<file path="config.mk">
export PLATFORM = sky130hd
export DESIGN_NAME = hsl_to_rgb_converter
export DESIGN_NICKNAME = d
export VERILOG_FILES = /design/src/sv/hsl2rgb_pkg.sv /design/src/sv/hsl2rgb_ctrl.sv /design/src/sv/hsl2rgb_front.sv /design/src/sv/hsl2rgb_lane.sv /design/src/sv/hsl_to_rgb_converter.sv
export SDC_FILE = /design/constraint.sdc
export NUM_CORES = 2
export LEC_CHECK = 0
export BUFFER_PORTS_ARGS = -buffer_cell sky130_fd_sc_hd__buf_2
export CAP_MARGIN = 30
export CORE_MARGIN = 4
export CORE_UTILIZATION = 61
export CTS_BUF_LIST = sky130_fd_sc_hd__clkbuf_2
export CTS_CLUSTER_SIZE = 24
export DETAILED_ROUTE_END_ITERATION = 12
export PLACE_DENSITY = 0.86
export SLEW_MARGIN = 10
export SYNTH_ARGS = -nofsm -noshare
export SYNTH_HDL_FRONTEND = slang
export SYNTH_SLANG_ARGS = --single-unit
</file>
<file path="constraint.sdc">
create_clock -name clock -period 10.5 [get_ports clock]
set_input_delay 0.525 -clock clock [delete_from_list [all_inputs] [get_ports clock]]
set_output_delay 0.525 -clock clock [all_outputs]
set_load 0.005 [all_outputs]
</file>
<file path="src/sv/hsl2rgb_pkg.sv">
// Shared constants, types and helpers for the HSL to RGB converter.
`timescale 1ns / 1ps

package hsl2rgb_pkg;

   localparam int FRAC_BITS = 16;
   localparam int CH_W      = 8;
   localparam int FX_W      = FRAC_BITS + 1;
   localparam int QW        = FX_W + 1;
   localparam int FACT_W    = FX_W;
   localparam int PROD_W    = QW + FACT_W;
   localparam int V_W       = QW + 1;
   localparam int STAGES    = 6;

   localparam int ONE_INT   = 2 ** FRAC_BITS;
   localparam int FIX_K     = ONE_INT / 255;
   localparam int FIX_R     = ONE_INT % 255;

   localparam logic [FX_W-1:0] FX_ONE        = FX_W'(ONE_INT);
   localparam logic [FX_W-1:0] FX_HALF       = FX_W'(ONE_INT / 2);
   localparam logic [FX_W-1:0] FX_THIRD      = FX_W'(ONE_INT / 3);
   localparam logic [FX_W-1:0] FX_SIXTH      = FX_W'(ONE_INT / 6);
   localparam logic [FX_W-1:0] FX_TWO_THIRDS = FX_W'((2 * ONE_INT) / 3);

   typedef struct packed {
      logic s6;
      logic s5;
      logic s4;
      logic s3;
      logic s2;
      logic s1;
   } hsl2rgb_en_type;

   // floor(v * ONE / 255) as v * K + floor(v * R / 255), the second term by reciprocal
   function automatic logic [FX_W-1:0] to_fixed(input logic [CH_W-1:0] v);
      logic [FX_W+CH_W-1:0] base;
      logic [2*CH_W:0]      rem_x;
      logic [2*CH_W:0]      rem_q;
      base  = (FX_W + CH_W)'(v) * (FX_W + CH_W)'(FIX_K);
      rem_x = (2 * CH_W + 1)'(v) * (2 * CH_W + 1)'(FIX_R);
      rem_q = (rem_x + (rem_x >> CH_W) + (2 * CH_W + 1)'(1)) >> CH_W;
      return FX_W'(base + (FX_W + CH_W)'(rem_q));
   endfunction

endpackage

</file>
<file path="src/sv/hsl2rgb_ctrl.sv">
// Valid tracking and per-stage load enables for the converter pipeline.
`timescale 1ns / 1ps

module hsl2rgb_ctrl import hsl2rgb_pkg::*; (
   input  logic           clock,
   input  logic           reset,
   input  logic           req_valid,
   output logic           req_stall,
   output logic           rsp_valid,
   input  logic           rsp_stall,
   output hsl2rgb_en_type en
);

   logic [STAGES:1]   valid_ff;
   logic [STAGES:1]   valid_in;
   logic [STAGES+1:1] adv;

   always_comb begin
      adv[STAGES+1] = !rsp_stall;
      for (int k = STAGES; k >= 1; k--) begin
         adv[k] = !valid_ff[k] || adv[k+1];
      end
      valid_in[1] = adv[1] ? req_valid : valid_ff[1];
      for (int k = 2; k <= STAGES; k++) begin
         valid_in[k] = adv[k] ? valid_ff[k-1] : valid_ff[k];
      end
   end

   always_ff @(posedge clock) begin
      if (reset) begin
         valid_ff <= '0;
      end else begin
         valid_ff <= valid_in;
      end
   end

   assign en        = hsl2rgb_en_type'(adv[STAGES:1]);
   assign req_stall = !adv[1];
   assign rsp_valid = valid_ff[STAGES];

endmodule

</file>
<file path="src/sv/hsl2rgb_front.sv">
// Front stages: fixed-point conversion, p and q intermediates, hue positions.
`timescale 1ns / 1ps

module hsl2rgb_front import hsl2rgb_pkg::*; (
   input  logic             clock,
   input  hsl2rgb_en_type   en,
   input  logic [CH_W-1:0]  req_hue,
   input  logic [CH_W-1:0]  req_saturation,
   input  logic [CH_W-1:0]  req_lightness,
   output logic [QW-1:0]    p_out,
   output logic [QW-1:0]    d_out,
   output logic [FX_W-1:0]  t_red,
   output logic [FX_W-1:0]  t_green,
   output logic [FX_W-1:0]  t_blue,
   output logic             grey_out,
   output logic [CH_W-1:0]  light_out
);

   logic [FX_W-1:0]   hf1_ff, sf1_ff, lf1_ff;
   logic              grey1_ff;
   logic [CH_W-1:0]   l8_1_ff;

   logic [2*FX_W-1:0] ls_prod;
   logic [QW-1:0]     tr_sum;
   logic [FX_W-1:0]   m_in, tr_in, tb_in;
   logic [FX_W-1:0]   m2_ff, lf2_ff, sf2_ff, tr2_ff, tg2_ff, tb2_ff;
   logic              grey2_ff;
   logic [CH_W-1:0]   l8_2_ff;

   logic [QW-1:0]     q_raw, two_l, p_raw, q_clip, d_in;
   logic [QW-1:0]     p3_ff, d3_ff;
   logic [FX_W-1:0]   tr3_ff, tg3_ff, tb3_ff;
   logic              grey3_ff;
   logic [CH_W-1:0]   l8_3_ff;

   always_ff @(posedge clock) begin
      if (en.s1) begin
         hf1_ff   <= to_fixed(req_hue);
         sf1_ff   <= to_fixed(req_saturation);
         lf1_ff   <= to_fixed(req_lightness);
         grey1_ff <= (req_saturation == '0);
         l8_1_ff  <= req_lightness;
      end
   end

   always_comb begin
      ls_prod = (2 * FX_W)'(lf1_ff) * (2 * FX_W)'(sf1_ff);
      m_in    = ls_prod[FRAC_BITS +: FX_W];
      tr_sum  = QW'(hf1_ff) + QW'(FX_THIRD);
      tr_in   = (tr_sum > QW'(FX_ONE)) ? FX_W'(tr_sum - QW'(FX_ONE)) : FX_W'(tr_sum);
      tb_in   = (hf1_ff < FX_THIRD) ? hf1_ff + (FX_ONE - FX_THIRD) : hf1_ff - FX_THIRD;
   end

   always_ff @(posedge clock) begin
      if (en.s2) begin
         m2_ff    <= m_in;
         lf2_ff   <= lf1_ff;
         sf2_ff   <= sf1_ff;
         tr2_ff   <= tr_in;
         tg2_ff   <= hf1_ff;
         tb2_ff   <= tb_in;
         grey2_ff <= grey1_ff;
         l8_2_ff  <= l8_1_ff;
      end
   end

   always_comb begin
      q_raw  = (lf2_ff < FX_HALF) ? QW'(lf2_ff) + QW'(m2_ff)
                                  : QW'(lf2_ff) + QW'(sf2_ff) - QW'(m2_ff);
      two_l  = {lf2_ff, 1'b0};
      p_raw  = (two_l > q_raw) ? two_l - q_raw : '0;
      q_clip = (q_raw < p_raw) ? p_raw : q_raw;
      d_in   = q_clip - p_raw;
   end

   always_ff @(posedge clock) begin
      if (en.s3) begin
         p3_ff    <= p_raw;
         d3_ff    <= d_in;
         tr3_ff   <= tr2_ff;
         tg3_ff   <= tg2_ff;
         tb3_ff   <= tb2_ff;
         grey3_ff <= grey2_ff;
         l8_3_ff  <= l8_2_ff;
      end
   end

   assign p_out     = p3_ff;
   assign d_out     = d3_ff;
   assign t_red     = tr3_ff;
   assign t_green   = tg3_ff;
   assign t_blue    = tb3_ff;
   assign grey_out  = grey3_ff;
   assign light_out = l8_3_ff;

endmodule

</file>
<file path="src/sv/hsl2rgb_lane.sv">
// One color channel: hue ramp slope select, slope multiply, scale to 8 bits.
`timescale 1ns / 1ps

module hsl2rgb_lane import hsl2rgb_pkg::*; (
   input  logic             clock,
   input  hsl2rgb_en_type   en,
   input  logic [QW-1:0]    p_in,
   input  logic [QW-1:0]    d_in,
   input  logic [FX_W-1:0]  t_in,
   input  logic             grey_in,
   input  logic [CH_W-1:0]  light_in,
   output logic [CH_W-1:0]  ch_out
);

   logic [FX_W-1:0]    fall_t;
   logic [FX_W+2:0]    six_rise, six_fall;
   logic [FACT_W-1:0]  factor_in;

   logic [FACT_W-1:0]  factor4_ff;
   logic [QW-1:0]      p4_ff, d4_ff;
   logic               grey4_ff;
   logic [CH_W-1:0]    l4_ff;

   logic [PROD_W-1:0]  prod5_ff;
   logic [QW-1:0]      p5_ff;
   logic               grey5_ff;
   logic [CH_W-1:0]    l5_ff;

   logic [V_W-1:0]     v;
   logic [V_W+CH_W-1:0] scaled, shifted;
   logic [CH_W-1:0]    ch_clip;
   logic [CH_W-1:0]    ch_ff;

   always_comb begin
      fall_t   = FX_TWO_THIRDS - t_in;
      six_rise = {2'b0, t_in, 1'b0} + {1'b0, t_in, 2'b0};
      six_fall = {2'b0, fall_t, 1'b0} + {1'b0, fall_t, 2'b0};
      priority if (t_in < FX_SIXTH) begin
         factor_in = FACT_W'(six_rise);
      end else if (t_in < FX_HALF) begin
         factor_in = FACT_W'(FX_ONE);
      end else if (t_in < FX_TWO_THIRDS) begin
         factor_in = FACT_W'(six_fall);
      end else begin
         factor_in = '0;
      end
   end

   always_ff @(posedge clock) begin
      if (en.s4) begin
         factor4_ff <= factor_in;
         p4_ff      <= p_in;
         d4_ff      <= d_in;
         grey4_ff   <= grey_in;
         l4_ff      <= light_in;
      end
   end

   always_ff @(posedge clock) begin
      if (en.s5) begin
         prod5_ff <= PROD_W'(d4_ff) * PROD_W'(factor4_ff);
         p5_ff    <= p4_ff;
         grey5_ff <= grey4_ff;
         l5_ff    <= l4_ff;
      end
   end

   always_comb begin
      v       = V_W'(p5_ff) + V_W'(prod5_ff[FRAC_BITS +: QW]);
      scaled  = {v, {CH_W{1'b0}}} - (V_W + CH_W)'(v);
      shifted = scaled >> FRAC_BITS;
      ch_clip = (shifted > (V_W + CH_W)'(255)) ? '1 : shifted[CH_W-1:0];
   end

   always_ff @(posedge clock) begin
      if (en.s6) begin
         ch_ff <= grey5_ff ? l5_ff : ch_clip;
      end
   end

   assign ch_out = ch_ff;

endmodule

</file>
<file path="src/sv/hsl_to_rgb_converter.sv">
// HSL to RGB converter top level: six-stage pipeline, three channel lanes.
// Path: an accepted req beat passes registers s1 to s6 to become its rsp beat.
// One beat per cycle unless rsp_stall; stages stall singly so bubbles collapse.
// Reset: synchronous, active high; clears all valid bits, payload is not reset.
`timescale 1ns / 1ps

module hsl_to_rgb_converter import hsl2rgb_pkg::*; (
   input  logic            clock,
   input  logic            reset,
   input  logic            req_valid,
   output logic            req_stall,
   input  logic [CH_W-1:0] req_hue,
   input  logic [CH_W-1:0] req_saturation,
   input  logic [CH_W-1:0] req_lightness,
   output logic            rsp_valid,
   input  logic            rsp_stall,
   output logic [CH_W-1:0] rsp_red,
   output logic [CH_W-1:0] rsp_green,
   output logic [CH_W-1:0] rsp_blue
);

   hsl2rgb_en_type  en;
   logic [QW-1:0]   p_s3, d_s3;
   logic [FX_W-1:0] t_red, t_green, t_blue;
   logic            grey_s3;
   logic [CH_W-1:0] light_s3;

   hsl2rgb_ctrl u_ctrl (
      .clock     (clock),
      .reset     (reset),
      .req_valid (req_valid),
      .req_stall (req_stall),
      .rsp_valid (rsp_valid),
      .rsp_stall (rsp_stall),
      .en        (en)
   );

   hsl2rgb_front u_front (
      .clock          (clock),
      .en             (en),
      .req_hue        (req_hue),
      .req_saturation (req_saturation),
      .req_lightness  (req_lightness),
      .p_out          (p_s3),
      .d_out          (d_s3),
      .t_red          (t_red),
      .t_green        (t_green),
      .t_blue         (t_blue),
      .grey_out       (grey_s3),
      .light_out      (light_s3)
   );

   hsl2rgb_lane u_lane_red (
      .clock    (clock),
      .en       (en),
      .p_in     (p_s3),
      .d_in     (d_s3),
      .t_in     (t_red),
      .grey_in  (grey_s3),
      .light_in (light_s3),
      .ch_out   (rsp_red)
   );

   hsl2rgb_lane u_lane_green (
      .clock    (clock),
      .en       (en),
      .p_in     (p_s3),
      .d_in     (d_s3),
      .t_in     (t_green),
      .grey_in  (grey_s3),
      .light_in (light_s3),
      .ch_out   (rsp_green)
   );

   hsl2rgb_lane u_lane_blue (
      .clock    (clock),
      .en       (en),
      .p_in     (p_s3),
      .d_in     (d_s3),
      .t_in     (t_blue),
      .grey_in  (grey_s3),
      .light_in (light_s3),
      .ch_out   (rsp_blue)
   );

endmodule

</file>
==> flow_metrics.tcl <==
set metrics [dict create \
    fraction_of_the_cycle_the_final_worst_path_needs 0.950 \
    critical_path.slowest_cell "sky130_fd_sc_hd__fa_1" \
    cp_data_required_time_ns 11.55 \
    synth_seq_area_share 0.215 \
    clock_sinks 469 \
    postRouteAntennaNets 0 \
    clk_path_buf_depth 3 \
    detailedPlacementHpwl_mm 123 \
    port-buffer-count 53 \
    detail_route.first_pass.iterations 5 \
    post_route_cells_drive_above_1_share 0.0540 \
    hold_class "primary input to flip-flop" \
    worst_path_largest_cell_delay_ns 0.56 \
    initial_utilization 0.616 \
    avgSynthCellArea_um2 9.70 \
    die-area_um2 112000 \
    placement_rows 119 \
    number_of_levels_the_h_tree_was_split_into 3 \
    period_minus_slack_ns 9.98 \
    hold_viol_final 0 \
    vias 48400 \
    cts_tree "yes" \
    avgViaCountPerCell 5.87 \
    die_h_um 335 \
    report.final.setup_viol 0 \
    gp_congestion 0.912 \
    post_synth_main_area_contributors "sky130_fd_sc_hd__fa_1 28%, sky130_fd_sc_hd__edfxtp_1 21%, sky130_fd_sc_hd__ha_1 15%" \
    grt_max_degree 72 \
    fin_ws_ns 0.520 \
    fillerInstances 7773 \
    root_buffer "sky130_fd_sc_hd__clkbuf_2" \
    synth-async-reset-ratio 0 \
    clkLatencyLatePin_ns 1.35 \
    first_global_vias 52700 \
    yosys_warnings 0 \
    slew_hr 0.285 \
    final-max-slew-violation-count 0 \
    setup.worst_path.start_class "flip-flop" \
    yosysUniqueCellTypes 104 \
    dp_slack_ns 0.225 \
    cts_made_buffers 111 \
    worstMarginPinSlew_ns 1.07 \
    syn_to_final_growth_pct 5.24 \
    timing.setup.tns_ns 0 \
    worstSetupPathType "flip-flop to flip-flop" \
    synthesis.instances 6716 \
    detail_route.iter0.violations 3870 \
    netlist.area_leader.share 0.280 \
    top_cell_type_by_total_area_after_synthesis "sky130_fd_sc_hd__fa_1" \
    multi_input_gate_area_um2 45400 \
    synth.net_count 8427 \
    crit_fanout 28 \
    timing.fmax_mhz 100 \
    postPlaceCellArea_um2 66700 \
    clock-skew-final_ns 0.203 \
    timing.critical_path.to_type "flip-flop" \
    yosysMostFrequentCell "sky130_fd_sc_hd__inv_1" \
    cp_data_arrival_time_ns 11.03 \
    ys_top_cells_by_count "1302 x sky130_fd_sc_hd__inv_1, 910 x sky130_fd_sc_hd__fa_1, 803 x sky130_fd_sc_hd__nand2_1, 773 x sky130_fd_sc_hd__ha_1, 477 x sky130_fd_sc_hd__and2_1" \
    globalRoute.totalOverflow 0 \
    route.detailed.drc 0 \
    synth.cell_area_um2 65100 \
    core_region_area_um2 106000 \
    outcome "complete, no violations" \
    crit_top_cell "sky130_fd_sc_hd__a21oi_1" \
    count_of_flip_flops_with_a_built_in_enable_after_synthesis 463 \
    finish.instance_area_um2 68600 \
    die_x_um 335 \
    register_area_um2 14000 \
    cap_violations 0 \
    dr_wl_cell_um 19.8 \
    synthFlopType "sky130_fd_sc_hd__edfxtp_1" \
    grt_usage 0.296 \
    top_level_ports 54 \
    antenna_violations_before_repair 5 \
    finalWirelength_mm 163 \
    grt_pass1_wl_mm 266 \
    ys_seq_elements 469 \
    finish.net_count 8477 \
    clk_pin_slew_worst_paths_ns 0.18 \
]
cells by family (layout without fill, tap and decap cells):
| group | Yosys count | in the layout | share of synthesized area |
|---|---|---|---|
| buffers and inverters | 1542 | 1675 | 0.0889 |
| AOI/OAI and AO/OA | 808 | 808 | 0.0838 |
| other | 0 | 3 | 0 |
| DFF | 469 | 469 | 0.215 |
| and+or+nand+nor | 1872 | 1872 | 0.138 |
| adders and majority gates | 1685 | 1685 | 0.428 |
| muxes | 11 | 11 | 0.00175 |
| xor gates and xnor gates | 329 | 329 | 0.0442 |
repair_timing:
action / 4_1_cts / 5_1_grt
hold endpoints to repair: 78 / 0
endpoints found under the setup margin: 0 / 5
setup buffers: 0 / 7
gates resized for setup: 0 / 19
hold buffers: 51 / 0
placed cells by master (no fill, tap or decap), types with 58 or more instances in the layout:
master	n
sky130_fd_sc_hd__fa_1	910
sky130_fd_sc_hd__nand3_1	62
sky130_fd_sc_hd__nor2_1	259
sky130_fd_sc_hd__o21a_1	73
sky130_fd_sc_hd__nor3_1	68
sky130_fd_sc_hd__xor2_1	91
sky130_fd_sc_hd__o21ai_0	128
sky130_fd_sc_hd__nand2_1	800
sky130_fd_sc_hd__and2_1	477
sky130_fd_sc_hd__nor2b_1	58
sky130_fd_sc_hd__buf_4	64
sky130_fd_sc_hd__inv_1	1300
sky130_fd_sc_hd__clkbuf_2	150
sky130_fd_sc_hd__a21oi_1	218
sky130_fd_sc_hd__xnor2_1	238
sky130_fd_sc_hd__a21o_1	101
sky130_fd_sc_hd__edfxtp_1	463
sky130_fd_sc_hd__ha_1	771
metrics by stage:
| step | util | hold slack (ns) | std cells |
|---|---|---|---|
| final | 0.649 | 0.104 | 8243 |
| after global routing | 0.649 | 0.0183 | 8242 |
| after CTS | 0.647 | 0.0262 | 8228 |
| after detailed placement | 0.631 | 0.405 | 7981 |
| after global placement | 0.631 | 0.400 | 7981 |
| after floorplan | - | 0.400 | 6716 |
registers in the layout, indices dropped and copies added (netlist names), 18 cells and up:
signal / flops
u_lane_red.prod5_ff: 18
u_lane_blue.prod5_ff: 18
u_lane_red.p4_ff: 18
u_lane_red.d4_ff: 18
u_front.p_out: 18
u_lane_red.p5_ff: 18
u_lane_green.prod5_ff: 18
u_front.d_out: 18
critical path: cells and delay by family (launching register included):
kind	cells	cell delay, ns
compound gates	24	4.85
fa+ha+maj	5	1.73
simple gates	12	1.40
buf+inv	6	0.98
flops	1	0.37
mux	1	0.29
xor+xnor	1	0.15
worst paths after layout:
path	start	endpoint	slack [ns]	cells past startpoint
worst max-delay path	u_front.lf2_ff[1]	u_front.d_out[17]	0.52	49
worst min-delay path	req_lightness[6]	u_front.lf1_ff[6]	0.10	3
worst max register to register	u_front.lf2_ff[1]	u_front.d_out[17]	0.52	49
worst min register to register	u_lane_red.p4_ff[8]	u_lane_red.p5_ff[8]	0.39	0
metal layers:
| layer | track usage | up-vias | routed length (um) |
|---|---|---|---|
| li1 | - | 21500 | - |
| met1 | 0.347 | 23800 | 58700 |
| met2 | 0.501 | 2391 | 78500 |
| met3 | 0.0548 | 747 | 13700 |
| met4 | 0.192 | 2 | 12000 |
| met5 | 0 | - | 13 |
final cells by class:
class                      instances  share of cell area
sequential                       469               0.205
clock inverter                    46             0.00540
antenna                            3            0.000109
clock buffer                     150              0.0109
inverter                        1306              0.0715
multi-input combinational       4705               0.662
timing repair buffer             173              0.0197
tap                             1391              0.0254
Power is left out: the tool's default activity adds up to more than one toggle a clock period on the data nets, which glitch-free logic cannot reach.
